--- src/rtl/fbcd_pkg.sv ---
// fbcd_pkg: shared types and constants of the foot bumper collision detector
// no dependencies; used by fbcd_update and the top level by scoped names

package fbcd_pkg;

    // sequencer states; code 3 is unused and behaves as wait
    typedef enum logic [1:0] {
        SEQ_WAIT  = 2'd0,
        SEQ_ONCE  = 2'd1,
        SEQ_TWICE = 2'd2
    } t_seq_state;

    // decoded bumper side; bit 0 is the left foot, bit 1 the right foot
    typedef enum logic [1:0] {
        SIDE_NONE  = 2'd0,
        SIDE_LEFT  = 2'd1,
        SIDE_RIGHT = 2'd2,
        SIDE_BOTH  = 2'd3
    } t_side;

    localparam int unsigned TIME_W   = 32;
    localparam int unsigned HOLD_W   = 16;
    localparam int unsigned SWITCH_N = 4;
    localparam int unsigned CFG_IDX_W = 1;

    // configuration register indexes
    localparam logic [CFG_IDX_W-1:0] CFG_HOLD_STATE     = 1'b0;
    localparam logic [CFG_IDX_W-1:0] CFG_HOLD_COLLISION = 1'b1;

    localparam logic [HOLD_W-1:0] HOLD_STATE_RST     = 16'd300;
    localparam logic [HOLD_W-1:0] HOLD_COLLISION_RST = 16'd1000;

    typedef struct packed {
        t_seq_state        seq;
        t_side             side;
        t_side             prev_side;
        logic [TIME_W-1:0] side_time;
        logic [TIME_W-1:0] begin_time;
        logic [TIME_W-1:0] last_time;
    } t_state;

    typedef struct packed {
        logic              result_valid;
        logic              collision;
        logic [TIME_W-1:0] collision_time_ms;
    } t_result;

endpackage

--- src/rtl/fbcd_update.sv ---
// fbcd_update: one-sample state update and result of the collision detector
// depends on fbcd_pkg (state and result structs, side and sequencer codes)

module fbcd_update (
    input  fbcd_pkg::t_state                   i_state,
    input  logic                               i_left,
    input  logic                               i_right,
    input  logic                               i_damaged,
    input  logic [fbcd_pkg::TIME_W-1:0]        i_now,
    input  logic [fbcd_pkg::HOLD_W-1:0]        i_hold_state,
    input  logic [fbcd_pkg::HOLD_W-1:0]        i_hold_collision,
    output fbcd_pkg::t_state                   o_state,
    output fbcd_pkg::t_result                  o_result
);

    fbcd_pkg::t_side             side;
    logic [fbcd_pkg::TIME_W-1:0] side_time;
    logic [fbcd_pkg::TIME_W-1:0] seq_age;
    logic [fbcd_pkg::TIME_W-1:0] new_age;
    logic [fbcd_pkg::TIME_W-1:0] hold_state_ext;
    logic                        other_foot;
    fbcd_pkg::t_state            upd;

    assign hold_state_ext = {{(fbcd_pkg::TIME_W-fbcd_pkg::HOLD_W){1'b0}}, i_hold_state};
    assign seq_age        = i_now - i_state.begin_time;

    // sticky side decode
    always_comb begin
        side      = i_state.side;
        side_time = i_state.side_time;
        if (i_left || i_right) begin
            side      = fbcd_pkg::t_side'({i_right, i_left});
            side_time = i_now;
        end
    end

    // a bump on the other foot, or on both, inside the window
    assign other_foot = (seq_age < hold_state_ext)
                        && (i_state.prev_side != fbcd_pkg::SIDE_NONE)
                        && (side != fbcd_pkg::SIDE_NONE)
                        && !((i_state.prev_side == side) && (side != fbcd_pkg::SIDE_BOTH));

    always_comb begin
        upd           = i_state;
        upd.side      = side;
        upd.side_time = side_time;
        case (i_state.seq)
            fbcd_pkg::SEQ_ONCE: begin
                if (other_foot) begin
                    upd.seq = fbcd_pkg::SEQ_TWICE;
                end
            end
            fbcd_pkg::SEQ_TWICE: begin
                if (other_foot) begin
                    upd.last_time  = i_now;
                    upd.side       = fbcd_pkg::SIDE_NONE;
                    upd.seq        = fbcd_pkg::SEQ_WAIT;
                    upd.begin_time = '0;
                end
            end
            default: begin
                upd.seq = fbcd_pkg::SEQ_WAIT;
                if (side != fbcd_pkg::SIDE_NONE) begin
                    upd.begin_time = side_time;
                    upd.seq        = fbcd_pkg::SEQ_ONCE;
                end
            end
        endcase
    end

    assign new_age = i_now - upd.begin_time;

    always_comb begin
        o_state = upd;
        // sequence timed out
        if ((upd.seq != fbcd_pkg::SEQ_WAIT) && (new_age > hold_state_ext)) begin
            o_state.side       = fbcd_pkg::SIDE_NONE;
            o_state.seq        = fbcd_pkg::SEQ_WAIT;
            o_state.begin_time = '0;
        end
        o_state.prev_side = o_state.side;

        o_result.result_valid      = 1'b1;
        o_result.collision         = ((i_now - upd.last_time)
                                     < {{(fbcd_pkg::TIME_W-fbcd_pkg::HOLD_W){1'b0}},
                                        i_hold_collision});
        o_result.collision_time_ms = upd.last_time;

        // damaged bumper: state holds, result zeroed
        if (i_damaged) begin
            o_state  = i_state;
            o_result = '0;
        end
    end

endmodule

--- src/rtl/foot_bumper_collision_detector.sv ---
// foot_bumper_collision_detector: top level, input and result registers, config
// depends on fbcd_pkg and fbcd_update
//
// usage:
//   input channel: i_valid / o_stall carries one word per sensor period: the
//   four foot bumper switches, the damaged mask and the current time in ms
//   output channel: o_valid / i_stall carries one result word per input word:
//   result_valid, collision flag and time of the last collision
//   config port: i_cfg_we writes i_cfg_data to register i_cfg_index
//   (0 hold_state_ms, 1 hold_collision_ms); write only while idle
//   latency: 2 cycles from input accept to o_valid (input register, then
//   the update logic into the result register)
//   throughput: one word per cycle; the whole update is one pass of
//   subtract/compare logic between the input and result registers
//   reset (synchronous, active low): both registers empty, sequencer in
//   wait, sides none, all times zero, holds back to 300 and 1000 ms
//   stall: a held result keeps its payload; one more word waits in the
//   input register, after which o_stall rises until the result is taken

module foot_bumper_collision_detector #(
    parameter int unsigned NUM_BUMPERS = 4
) (
    input  logic                                  i_clk,
    input  logic                                  i_rst_n,
    // input channel
    input  logic                                  i_valid,
    output logic                                  o_stall,
    input  logic                                  i_left_foot_left_switch,
    input  logic                                  i_left_foot_right_switch,
    input  logic                                  i_right_foot_left_switch,
    input  logic                                  i_right_foot_right_switch,
    input  logic [fbcd_pkg::SWITCH_N-1:0]         i_damaged_mask,
    input  logic [fbcd_pkg::TIME_W-1:0]           i_now_ms,
    // output channel
    output logic                                  o_valid,
    input  logic                                  i_stall,
    output logic                                  o_result_valid,
    output logic                                  o_collision,
    output logic [fbcd_pkg::TIME_W-1:0]           o_collision_time_ms,
    // configuration
    input  logic                                  i_cfg_we,
    input  logic [fbcd_pkg::CFG_IDX_W-1:0]        i_cfg_index,
    input  logic [fbcd_pkg::HOLD_W-1:0]           i_cfg_data
);

    // input register
    logic                              r_in_valid;
    logic                              r_in_left;
    logic                              r_in_right;
    logic                              r_in_damaged;
    logic [fbcd_pkg::TIME_W-1:0]       r_in_now;

    // detector state and result register
    fbcd_pkg::t_state                  r_state;
    fbcd_pkg::t_state                  n_state;
    fbcd_pkg::t_result                 r_out;
    fbcd_pkg::t_result                 n_out;
    logic                              r_out_valid;

    logic [fbcd_pkg::HOLD_W-1:0]       r_hold_state;
    logic [fbcd_pkg::HOLD_W-1:0]       r_hold_collision;

    logic                              damaged;
    logic                              in_accept;
    logic                              advance;

    // only the low NUM_BUMPERS mask bits count
    always_comb begin
        damaged = 1'b0;
        for (int i = 0; i < fbcd_pkg::SWITCH_N; i++) begin
            if (i < NUM_BUMPERS) begin
                damaged = damaged | i_damaged_mask[i];
            end
        end
    end

    // the word in the input register moves on unless a result is held
    assign advance   = r_in_valid && !(r_out_valid && i_stall);
    assign o_stall   = r_in_valid && r_out_valid && i_stall;
    assign in_accept = i_valid && !o_stall;

    always_ff @(posedge i_clk) begin
        if (!i_rst_n) begin
            r_in_valid <= 1'b0;
        end else if (!o_stall) begin
            r_in_valid <= i_valid;
        end
    end

    // payload, no reset needed
    always_ff @(posedge i_clk) begin
        if (in_accept) begin
            r_in_left    <= i_left_foot_left_switch | i_left_foot_right_switch;
            r_in_right   <= i_right_foot_left_switch | i_right_foot_right_switch;
            r_in_damaged <= damaged;
            r_in_now     <= i_now_ms;
        end
    end

    fbcd_update u_update (
        .i_state          (r_state),
        .i_left           (r_in_left),
        .i_right          (r_in_right),
        .i_damaged        (r_in_damaged),
        .i_now            (r_in_now),
        .i_hold_state     (r_hold_state),
        .i_hold_collision (r_hold_collision),
        .o_state          (n_state),
        .o_result         (n_out)
    );

    always_ff @(posedge i_clk) begin
        if (!i_rst_n) begin
            r_state.seq        <= fbcd_pkg::SEQ_WAIT;
            r_state.side       <= fbcd_pkg::SIDE_NONE;
            r_state.prev_side  <= fbcd_pkg::SIDE_NONE;
            r_state.side_time  <= '0;
            r_state.begin_time <= '0;
            r_state.last_time  <= '0;
        end else if (advance) begin
            r_state <= n_state;
        end
    end

    // result register with its valid
    always_ff @(posedge i_clk) begin
        if (!i_rst_n) begin
            r_out_valid <= 1'b0;
        end else if (advance) begin
            r_out_valid <= 1'b1;
        end else if (!i_stall) begin
            r_out_valid <= 1'b0;
        end
    end

    always_ff @(posedge i_clk) begin
        if (advance) begin
            r_out <= n_out;
        end
    end

    // configuration registers
    always_ff @(posedge i_clk) begin
        if (!i_rst_n) begin
            r_hold_state     <= fbcd_pkg::HOLD_STATE_RST;
            r_hold_collision <= fbcd_pkg::HOLD_COLLISION_RST;
        end else if (i_cfg_we) begin
            case (i_cfg_index)
                fbcd_pkg::CFG_HOLD_STATE:     r_hold_state     <= i_cfg_data;
                fbcd_pkg::CFG_HOLD_COLLISION: r_hold_collision <= i_cfg_data;
                default: begin
                end
            endcase
        end
    end

    assign o_valid             = r_out_valid;
    assign o_result_valid      = r_out.result_valid;
    assign o_collision         = r_out.collision;
    assign o_collision_time_ms = r_out.collision_time_ms;

endmodule

--- config.mk ---
export PLATFORM = sky130hd
export DESIGN_NAME = foot_bumper_collision_detector
export DESIGN_NICKNAME = d
export VERILOG_FILES = /design/src/rtl/fbcd_pkg.sv /design/src/rtl/fbcd_update.sv /design/src/rtl/foot_bumper_collision_detector.sv
export SDC_FILE = /design/constraint.sdc
export NUM_CORES = 1
export LEC_CHECK = 0
export ABC_AREA = 1
export ABC_CLOCK_PERIOD_IN_PS = 7800
export BUFFER_PORTS_ARGS = -buffer_cell sky130_fd_sc_hd__buf_2
export CORE_MARGIN = 10
export CORE_UTILIZATION = 30
export CTS_BUF_LIST = sky130_fd_sc_hd__clkbuf_4
export CTS_CLUSTER_SIZE = 14
export DETAILED_ROUTE_END_ITERATION = 10
export HOLD_SLACK_MARGIN = 0.15
export PLACE_DENSITY = 0.44
export SYNTH_ARGS = -nofsm -noshare
export SYNTH_HDL_FRONTEND = slang
export SYNTH_HIERARCHICAL = 1
export SYNTH_SLANG_ARGS = --single-unit
--- constraint.sdc ---
create_clock -name i_clk -period 7.8 [get_ports i_clk]
set_input_delay 1.17 -clock i_clk [delete_from_list [all_inputs] [get_ports i_clk]]
set_output_delay 1.17 -clock i_clk [all_outputs]
set_load 0.01 [all_outputs]
# Yosys cells after proc, flatten, opt, wreduce, memory -nomap -nowiden
# Cells that the tools add are included.
# Widths: inputs -> output; s select.
# totals
reg_bits	203
latch_bits	0
ram_bits	0
romBits	0
out_inout_bits	36
memories	0
# op_classes
addsub	3
mul	0
n_div	0
magnitude_cmp	3
n_eq_ne	5
shift	0
n_mux	16
bitwise_logic	7
reduce_logical	20
# op_table
op	n
$mux 32	4
$sub 32x32->32	3
$lt 32x16->1	2
$mux 64	1
$pmux 32 s2	1
$mux 34	1
$gt 32x16->1	1
$logic_and 1x1->1	10
$mux 4	2
$mux 2	3
$reduce_and 2->1	3
$reduce_bool 2->1	3
$or 1x1->1	5
$pmux 2 s2	1
$logic_not 1->1	3
$mux 1	3
$eq 2x1->1 const B	1
$eq 2x2->1	1
$eq 2x2->1 const B	1
$ne 2x1->1 const B	1
$ne 2x2->1 const B	1
$not 1->1	2
$logic_or 1x1->1	1

# Logic depth before layout (Yosys ltp)
# Gate-level depths: netlist (run 1).
# depth
ltp_word	12
mapped_depth	63
mapped_depth_nobuf	61

# Modules after synthesis
# The synthesis (run 1) kept the hierarchy.
# by_module_without_submodules
mod	instances	cells_per_inst	area_per_inst_um2	seq_area_each_um2
fbcd_update	1	1983	10154.7	0.0
foot_bumper_collision_detector	1	909	7862.5	4794.6

# Worst setup path after synthesis (run 1)
# No wires, ideal clock.
# synth_path
path_type	register -> register
startpoint	register r_in_now[2] (netlist name)
endpoint	register r_out (netlist bit o_collision), data pin
t_arrival_ps	7119
required_ps	7643
setup_slack_ps	524
path_stages_with_launch	48
n_path_buf	2
path_cell_list	edfxtp_1 > ha_1 > buf_4 > a21oi_2 > nand2_2 > nand2_1 > nand2_1 > nand2_1 > nand2_1 > xor2_1 > ha_1 > a21o_1 > a21oi_1 > nand2_1 > nor2_1 > nand2_1 > nor2_1 > nand2_1 > [12 not listed] > a21boi_0 > o21ai_0 > a21boi_0 > xnor2_1 > ha_1 > nand2_1 > inv_1 > nand2_1 > nand3_1 > a31oi_1 > nand3_1 > nor4_1 > nand2_1 > a21oi_1 > o211ai_1 > nor2_1 > nand4_1 > nor3_1
# synth_between
elab_chain_cells	9
# synth_lines
item	line	text
start: declaration	foot_bumper_collision_detector.sv:51	logic [fbcd_pkg::TIME_W-1:0] r_in_now;
start signal: assignment	foot_bumper_collision_detector.sv:96	r_in_now <= i_now_ms;
$sub 32x32->32	fbcd_update.sv:25	assign seq_age = i_now - i_state.begin_time;
$lt 32x16->1	fbcd_update.sv:38	assign other_foot = (seq_age < hold_state_ext)
$logic_and 1x1->1	fbcd_update.sv:39	&& (i_state.prev_side != fbcd_pkg::SIDE_NONE)
$logic_and 1x1->1	fbcd_update.sv:40	&& (side != fbcd_pkg::SIDE_NONE)
$logic_and 1x1->1	fbcd_update.sv:41	&& !((i_state.prev_side == side) && (side != fbcd_pkg::SIDE_BOTH));
$mux 64	fbcd_update.sv:54	if (other_foot) begin
$mux 32	fbcd_update.sv:47	case (i_state.seq)
$sub 32x32->32 *	fbcd_update.sv:84	o_result.collision = ((i_now - upd.last_time)
$lt 32x16->1 *	fbcd_update.sv:85	< {{(fbcd_pkg::TIME_W-fbcd_pkg::HOLD_W){1'b0}},
end signal: assignment	foot_bumper_collision_detector.sv:138	r_out <= n_out;
end: declaration	foot_bumper_collision_detector.sv:56	fbcd_pkg::t_result r_out;
# Every way passes the cells marked *; elsewhere a longest branch is shown, timed or not.
# A chain may end at the register's enable or synchronous reset.

# Worst setup path after layout (run 1)
# layout_path
startpoint	register r_in_now[4] (netlist name)
endpoint	register r_state[38] (netlist name)
# layout_between
elab_chain_cells	11
word_cells_on_any_way	17
# layout_lines
item	line	text
$sub 32x32->32	fbcd_update.sv:25	
$lt 32x16->1	fbcd_update.sv:38	
$logic_and 1x1->1	fbcd_update.sv:39	
$logic_and 1x1->1	fbcd_update.sv:40	
$logic_and 1x1->1	fbcd_update.sv:41	
$mux 64	fbcd_update.sv:54	
$pmux 32 s2	fbcd_update.sv:47	
$sub 32x32->32	fbcd_update.sv:71	assign new_age = i_now - upd.begin_time;
$gt 32x16->1	fbcd_update.sv:76	if ((upd.seq != fbcd_pkg::SEQ_WAIT) && (new_age > hold_state_ext)) begin
$logic_and 1x1->1	fbcd_update.sv:76	
$mux 32 *	fbcd_update.sv:76	
end signal: assignment	foot_bumper_collision_detector.sv:121	r_state <= n_state;
end: declaration	foot_bumper_collision_detector.sv:54	fbcd_pkg::t_state r_state;
# Marked as above.

==> flow_summary.yaml, run 1 <==
synthesis:
  synth_fa_ha_area_share_pct: 9.92
  yosysWarningCount: 6
  synth_edf_count: 69
  synthMuxAreaShare_pct: 1.00
  synth_top_family_by_area: "simple AND/OR/NAND/NOR gates"
  synth_fp_nets: 3095
  synthSimpleGateAreaFrac_pct: 33.5
  syn_area_mm2: 0.0180
  yosysTopAreaCell: "nand2_1"
  synth_top_area_share_pct: 16.6
  synth_xor_area_share_pct: 2.87
  async_reset_ff_share_pct: 0
  synth_ff_type: "dfxtp_1"
  synth.area.top_cells: "nand2_1 (17%), dfxtp_1 (15%), edfxtp_1 (12%)"
  synth.avg_cell_area_um2: 6.23
  ys_types: 57
  synth_cells: 2892
  synth_compound_area_share_pct: 14.0
  yosysSeqAreaShare_pct: 26.6
  yosys_register_bits: 205
worst_setup_path:
  r2r-end: "r_state[38]"
  rr_startpoint: "r_in_now[4]"
  cpMaxStageDelayCell: "edfxtp_1"
  cpPeakStageDelay_ns: 0.50
  critPathRequiredTime_ns: 8.52
  ff2ff_setup_slack_ns: 0.35
  worstSetupPathType: "reg -> reg"
  cp.arrival_ns: 8.17
  worstSetupEndpoint: "r_state[38]"
  start_kind: "register"
  worstSetupStartpoint: "r_in_now[4]"
  ff2ff_path_depth: 59
  endpoint_kind: "register"
  crit_path_max_fanout: 15
cells_and_area:
  layout_commonest_cell: "nand2_1"
  drive_above_1_share_pct: 17.8
  regArea_mm2: 0.00480
  num-fill-cells: 6555
  multi_input_area_mm2: 0.0115
  finalInstanceArea_mm2: 0.0220
  layout_common_cells: "nand2_1 (760), inv_1 (393), nor2_1 (327)"
  post-route-util_pct: 37.1
  area_growth_pct: 21.8
  nets: 3355
timing:
  max_freq_mhz: 134
  rsz0062_at_grt: "true"
  period_needed_ns: 7.45
  finalCritPeriodShare_pct: 95.6
  relSlewSlack_pct: 29.4
  hold_viol_final: 0
  finClkSkew_ns: 0.0739
  layout_setup_ws_ns: 0.346
  drv_slew: 0
  setup_viol: 0
  worstMarginPinSlew_ns: 1.06
route:
  drc: 0
  via_per_inst: 4.88
  wire_per_inst_um: 18.0
  first_pass_iters: 7
  vias: 19440
  drt_iter0_drc: 1317
  drt-total-wl_um: 71600
  ant_nets: 0
power_and_ir_drop:
  ir_worst_vdd_mv: 0.111
  leakagePower_nw: 10.6
  combPwrFrac_pct: 40.4
  internal_power_w: 0.00244
  p_seq_share_pct: 30.2
  switching_share_pct: 39.8
  power.switching_w: 0.00161
  p_clk_share_pct: 29.3
  power_w: 0.00405
  power_density_mw_per_mm2: 185
floorplanning:
  die_x_um: 265
  dieArea_mm2: 0.0703
  rows: 89
  die_y_um: 265
  core_mm2: 0.0592
  io_pins: 98
  start_util_pct: 30.4
place:
  dp_hpwl_um: 54700
  placed_area_mm2: 0.0204
  gp_congestion: 0.899
  io_buffers: 97
  pre_cts_slack_ns: -0.424
cts:
  numClockSinks: 205
  clock_path_buffers: 3
  clk_root_buffer_cell: "clkbuf_4"
  clk_pin_slew_ns: 0.06
  cts_tree: "done"
  numCtsBuffers: 67
  hold_buffers: 0
  htree_levels: 3
  insertion_delay_ns: 0.84
global_route:
  grt_overflow: 0
  gr-usage-all-layers_pct: 19.5
  grt_pass1_vias: 18390
  grt_antenna_before_repair: 4
  grt_max_degree: 141
  grt_pass1_wl_um: 107000
status:
  status: "complete, no violations"
hold_path:
  hold_class: "reg -> reg"
run:
  max_cap_viol_count: 0
[critical path, delay by kind of cell, from the launching register on]
family | cells | cell delay, ns
adders and majority gates | 5 | 1.42
DFF | 1 | 0.50
and+or+nand+nor | 37 | 3.52
xor gates and xnor gates | 2 | 0.23
buffers and inverters | 8 | 0.75
AOI/OAI and AO/OA | 7 | 0.90
[layer usage]
| layer | up-vias | track usage [%] | part of all wire [%] |
|---|---|---|---|
| met3 | 113 | 3.73 | 5.8 |
| met1 | 9019 | 26.9 | 48 |
| met4 | 2 | 5.99 | 2.5 |
| met2 | 431 | 30.4 | 43 |
| met5 | - | 0 | 0.022 |
| li1 | 9875 | - | - |
[logic make-up after synthesis]
| family | Yosys count |
|---|---|
| AND/OR/NAND/NOR | 1450 |
| buffers and inverters | 543 |
| AO/OA/AOI/OAI | 476 |
| flip-flops | 205 |
| adder cells (fa/ha/maj) | 141 |
| XOR/XNOR | 59 |
| multiplexers | 18 |
[metrics by stage]
step                hold WS [ns]  std cells  setup TNS, ns
CTS                        0.459       3960              0
floorplan                  0.442       2892              0
detailed placement         0.464       3833         -0.684
global placement           0.460       3833         -0.362
finish                     0.474       3985              0
global route               0.484       3982          -7.11
[flip-flops by register name, indices dropped and copies added, names as in the netlist]
| register | count |
|---|---|
| r_in_now | 32 |
| r_state | 102 |
| o_collision_time_ms | 32 |
| r_in_left | 1 |
| r_hold_state | 16 |
| o_valid | 1 |
| o_result_valid | 1 |
| o_collision | 1 |
| r_in_damaged | 1 |
| r_in_valid | 1 |
| r_hold_collision | 16 |
| r_in_right | 1 |
[repair_timing]
| action | 4_1_cts | 5_1_grt |
|---|---|---|
| buffers inserted | 3 | 18 |
| pin swaps | 4 | 48 |
| setup endpoints to repair | 36 | 39 |
| cloned | 0 | 2 |
| gates resized for setup | 12 | 116 |
[worst min path at each step]
| stage | depth (start not counted) | to | slack [ns] | from |
|---|---|---|---|---|
| finish | 2 | r_hold_state[3] | 0.47 | r_hold_state[3] |
| global route | 1 | r_in_now[19] | 0.48 | i_now_ms[19] |
| CTS | 1 | r_in_now[20] | 0.46 | i_now_ms[20] |
| detailed placement | 2 | r_hold_collision[9] | 0.46 | r_hold_collision[9] |
| global placement | 2 | r_hold_state[5] | 0.46 | r_hold_state[5] |
| floorplan | 2 | r_hold_state[2] | 0.44 | r_hold_state[2] |
[power groups by stage]
stage                     sequential [W]  clock, W  combinational, W
final                            0.00123   0.00119           0.00164
after detailed placement         0.00125         0           0.00153
after global routing             0.00123   0.00130           0.00183
after floorplan                  0.00123         0          0.000990
after CTS                        0.00122   0.00124           0.00154
after global placement           0.00124         0           0.00152
[Yosys cell counts, types with 12 or more instances]
cell      number
a21oi_1      236
buf_2         55
clkbuf_1      47
dfxtp_1      136
edfxtp_1      69
ha_1         138
inv_1        407
inv_2         14
mux2i_1       18
nand2_1      798
nand2_2       12
nand3_1      200
nand3b_1      18
nand4_1       29
nor2_1       337
nor3_1        15
o21ai_0      183
xnor2_1       15
xor2_1        44
[area by class of cell]
type,count,share of cell area [%]
sequential,205,21.9
antenna,5,0.0570
tap,773,4.41
clock buffer,100,3.42
multi-input combinational,2144,52.4
inverter,425,7.28
timing repair buffer,309,9.91
clock inverter,24,0.610
(Power assumes the default switching activity.)
==> run 2, diff against run 1 <==
==> constraint.sdc (replaced) <==
create_clock -name i_clk -period 7.8 [get_ports i_clk]
set_input_delay 0.78 -clock i_clk [delete_from_list [all_inputs] [get_ports i_clk]]
set_output_delay 0.78 -clock i_clk [all_outputs]
set_load 0.01 [all_outputs]
==> run 2 against run 1 <==
  * First-iteration DRC count down 5.4%
  * Combinational power increased by 2%
  * Die area stayed put
  * Count of clock-buffer cells in the layout shrank 8
  * Register-to-register slack worse by 0.06 ns
  * Cell area is 2.5% higher
  * Total power fell by 2.3%
  * Critical path depth unchanged
  * Worst setup slack lost 0.061 ns
  * Hold slack lost 0.26 ns
  * Critical path type unchanged
  * Sequential cell count did not move
==> flow_summary.yaml, run 2 (synthesized netlist as in run 1, its figures left out) <==
floorplanning:
  io_pins: 98
  rows: 89
  start_util_pct: 30.4
  core_mm2: 0.0592
  dieArea_mm2: 0.0703
  die_x_um: 265
  die_y_um: 265
route:
  drt_iter0_drc: 1246
  drt-total-wl_um: 71500
  first_pass_iters: 5
  vias: 19473
  wire_per_inst_um: 17.9
  ant_nets: 0
  drc: 0
  via_per_inst: 4.86
worst_setup_path:
  endpoint_kind: "register"
  crit_path_max_fanout: 9
  critPathRequiredTime_ns: 8.50
  start_kind: "register"
  cpMaxStageDelayCell: "edfxtp_1"
  cp_common_cell: "nand2_2"
  cpPeakStageDelay_ns: 0.49
  worstSetupPathType: "reg -> reg"
  cp.arrival_ns: 8.21
cells_and_area:
  regMostFlops: "r_state"
  largest_reg_flops: 102
  layoutNonFillerInstCount: 4006
  post-route-util_pct: 38.0
  layout_common_cells: "nand2_1 (716), inv_1 (372), nor2_1 (323)"
  area_growth_pct: 24.9
  nets: 3381
  drive_above_1_share_pct: 19.8
  layout_commonest_cell: "nand2_1"
  finalInstanceArea_mm2: 0.0225
global_route:
  grt_overflow: 0
  gr-usage-all-layers_pct: 19.5
  grt_max_degree: 141
  grt_antenna_before_repair: 3
  grt_pass1_vias: 18601
  grt_pass1_wl_um: 108000
power_and_ir_drop:
  p_clk_share_pct: 26.7
  switching_share_pct: 40.1
  leakagePower_nw: 10.8
  ir_worst_vdd_mv: 0.101
  power.switching_w: 0.00159
  power_density_mw_per_mm2: 176
  combPwrFrac_pct: 42.3
  internal_power_w: 0.00237
  p_seq_share_pct: 30.9
timing:
  finClkSkew_ns: 0.0790
  rsz0062_at_grt: "true"
  holdWs_ns: 0.219
  worstMarginPinSlew_ns: 1.06
  relSlewSlack_pct: 28.9
  period_needed_ns: 7.51
  max_freq_mhz: 133
  finalCritPeriodShare_pct: 96.3
  hold_viol_final: 0
  setup_viol: 0
  drv_slew: 0
cts:
  numCtsBuffers: 60
  insertion_delay_ns: 0.83
  clock_path_buffers: 3
  clk_pin_slew_ns: 0.07
  htree_levels: 2
  clk_root_buffer_cell: "clkbuf_4"
  cts_tree: "done"
  numClockSinks: 205
run:
  max_cap_viol_count: 0
hold_path:
  hold_class: "in -> reg"
place:
  placed_area_mm2: 0.0204
  dp.cells: 3833
  io_buffers: 97
  gp_congestion: 0.900
  dp_hpwl_um: 54800
status:
  status: "complete, no violations"
[run 2: cell count changes in the layout (fill, tap and decap cells not counted), moves of 8 or more]
cell,before,now
inv_1,393,372
clkbuf_4,100,92
nand2_4,6,22
nand2_1,760,716
nand2_2,45,72
inv_2,29,49
dlygate4sd3_1,0,34
[run 2: stage by stage]
step / power, W / setup TNS (ns) / worst slack (ns)
floorplan: 0.00222 / 0 / 0.524
global placement: 0.00276 / -0.357 / -0.357
detailed placement: 0.00277 / -0.625 / -0.393
CTS: 0.00388 / 0 / 0.00458
global route: 0.00427 / -6.51 / -0.225
finish: 0.00396 / 0 / 0.286
[run 2: per-layer routing]
layer	vias to the layer above	share of wire [%]	track usage (%)
li1	9905	-	-
met4	0	2.5	5.25
met3	96	5.5	3.32
met1	9024	49	27.1
met5	-	0	0
met2	448	43	30.5
[run 2: cell type report]
type | instances | area [um2]
antenna | 4 | 10.0
clock buffer | 92 | 691
clock inverter | 21 | 92.6
fill | 6503 | 36700
inverter | 425 | 1600
multi-input combinational | 2144 | 11800
sequential | 205 | 4800
tap | 773 | 967
timing repair buffer | 342 | 2530
[run 2: power by group through the flow]
stage | logic (W) | registers, W | clock network [W]
after detailed placement | 0.00153 | 0.00125 | 0
after global routing | 0.00187 | 0.00123 | 0.00117
final | 0.00168 | 0.00123 | 0.00106
after floorplan | 0.000990 | 0.00123 | 0
after CTS | 0.00155 | 0.00122 | 0.00111
after global placement | 0.00152 | 0.00124 | 0
[run 2: worst max-delay path: cells and delay by family (launching register included)]
kind | cells | cell delay [ns]
AOI/OAI and AO/OA | 7 | 0.97
xor gates and xnor gates | 2 | 0.22
adders and majority gates | 5 | 1.42
buffers and inverters | 8 | 0.77
DFF | 1 | 0.49
and+or+nand+nor | 37 | 3.55
[run 2: what timing repair did]
item                                   CTS  global route
endpoints found under the hold margin   30             0
pin swaps                                0            81
setup endpoints to repair               21            39
gates resized for setup                  9           225
setup buffers                            0            19
cloned                                   0             3
hold buffers                            34             0
[run 2: worst paths after layout]
path         depth (start not counted)  slack [ns]                   to           startpoint
min reg2reg                          2        0.48  r_hold_collision[3]  r_hold_collision[3]
min                                  1        0.22          r_in_now[2]          i_now_ms[2]
max reg2reg                         59        0.29          r_state[63]          r_in_now[4]
max                                 59        0.29          r_state[63]          r_in_now[4]
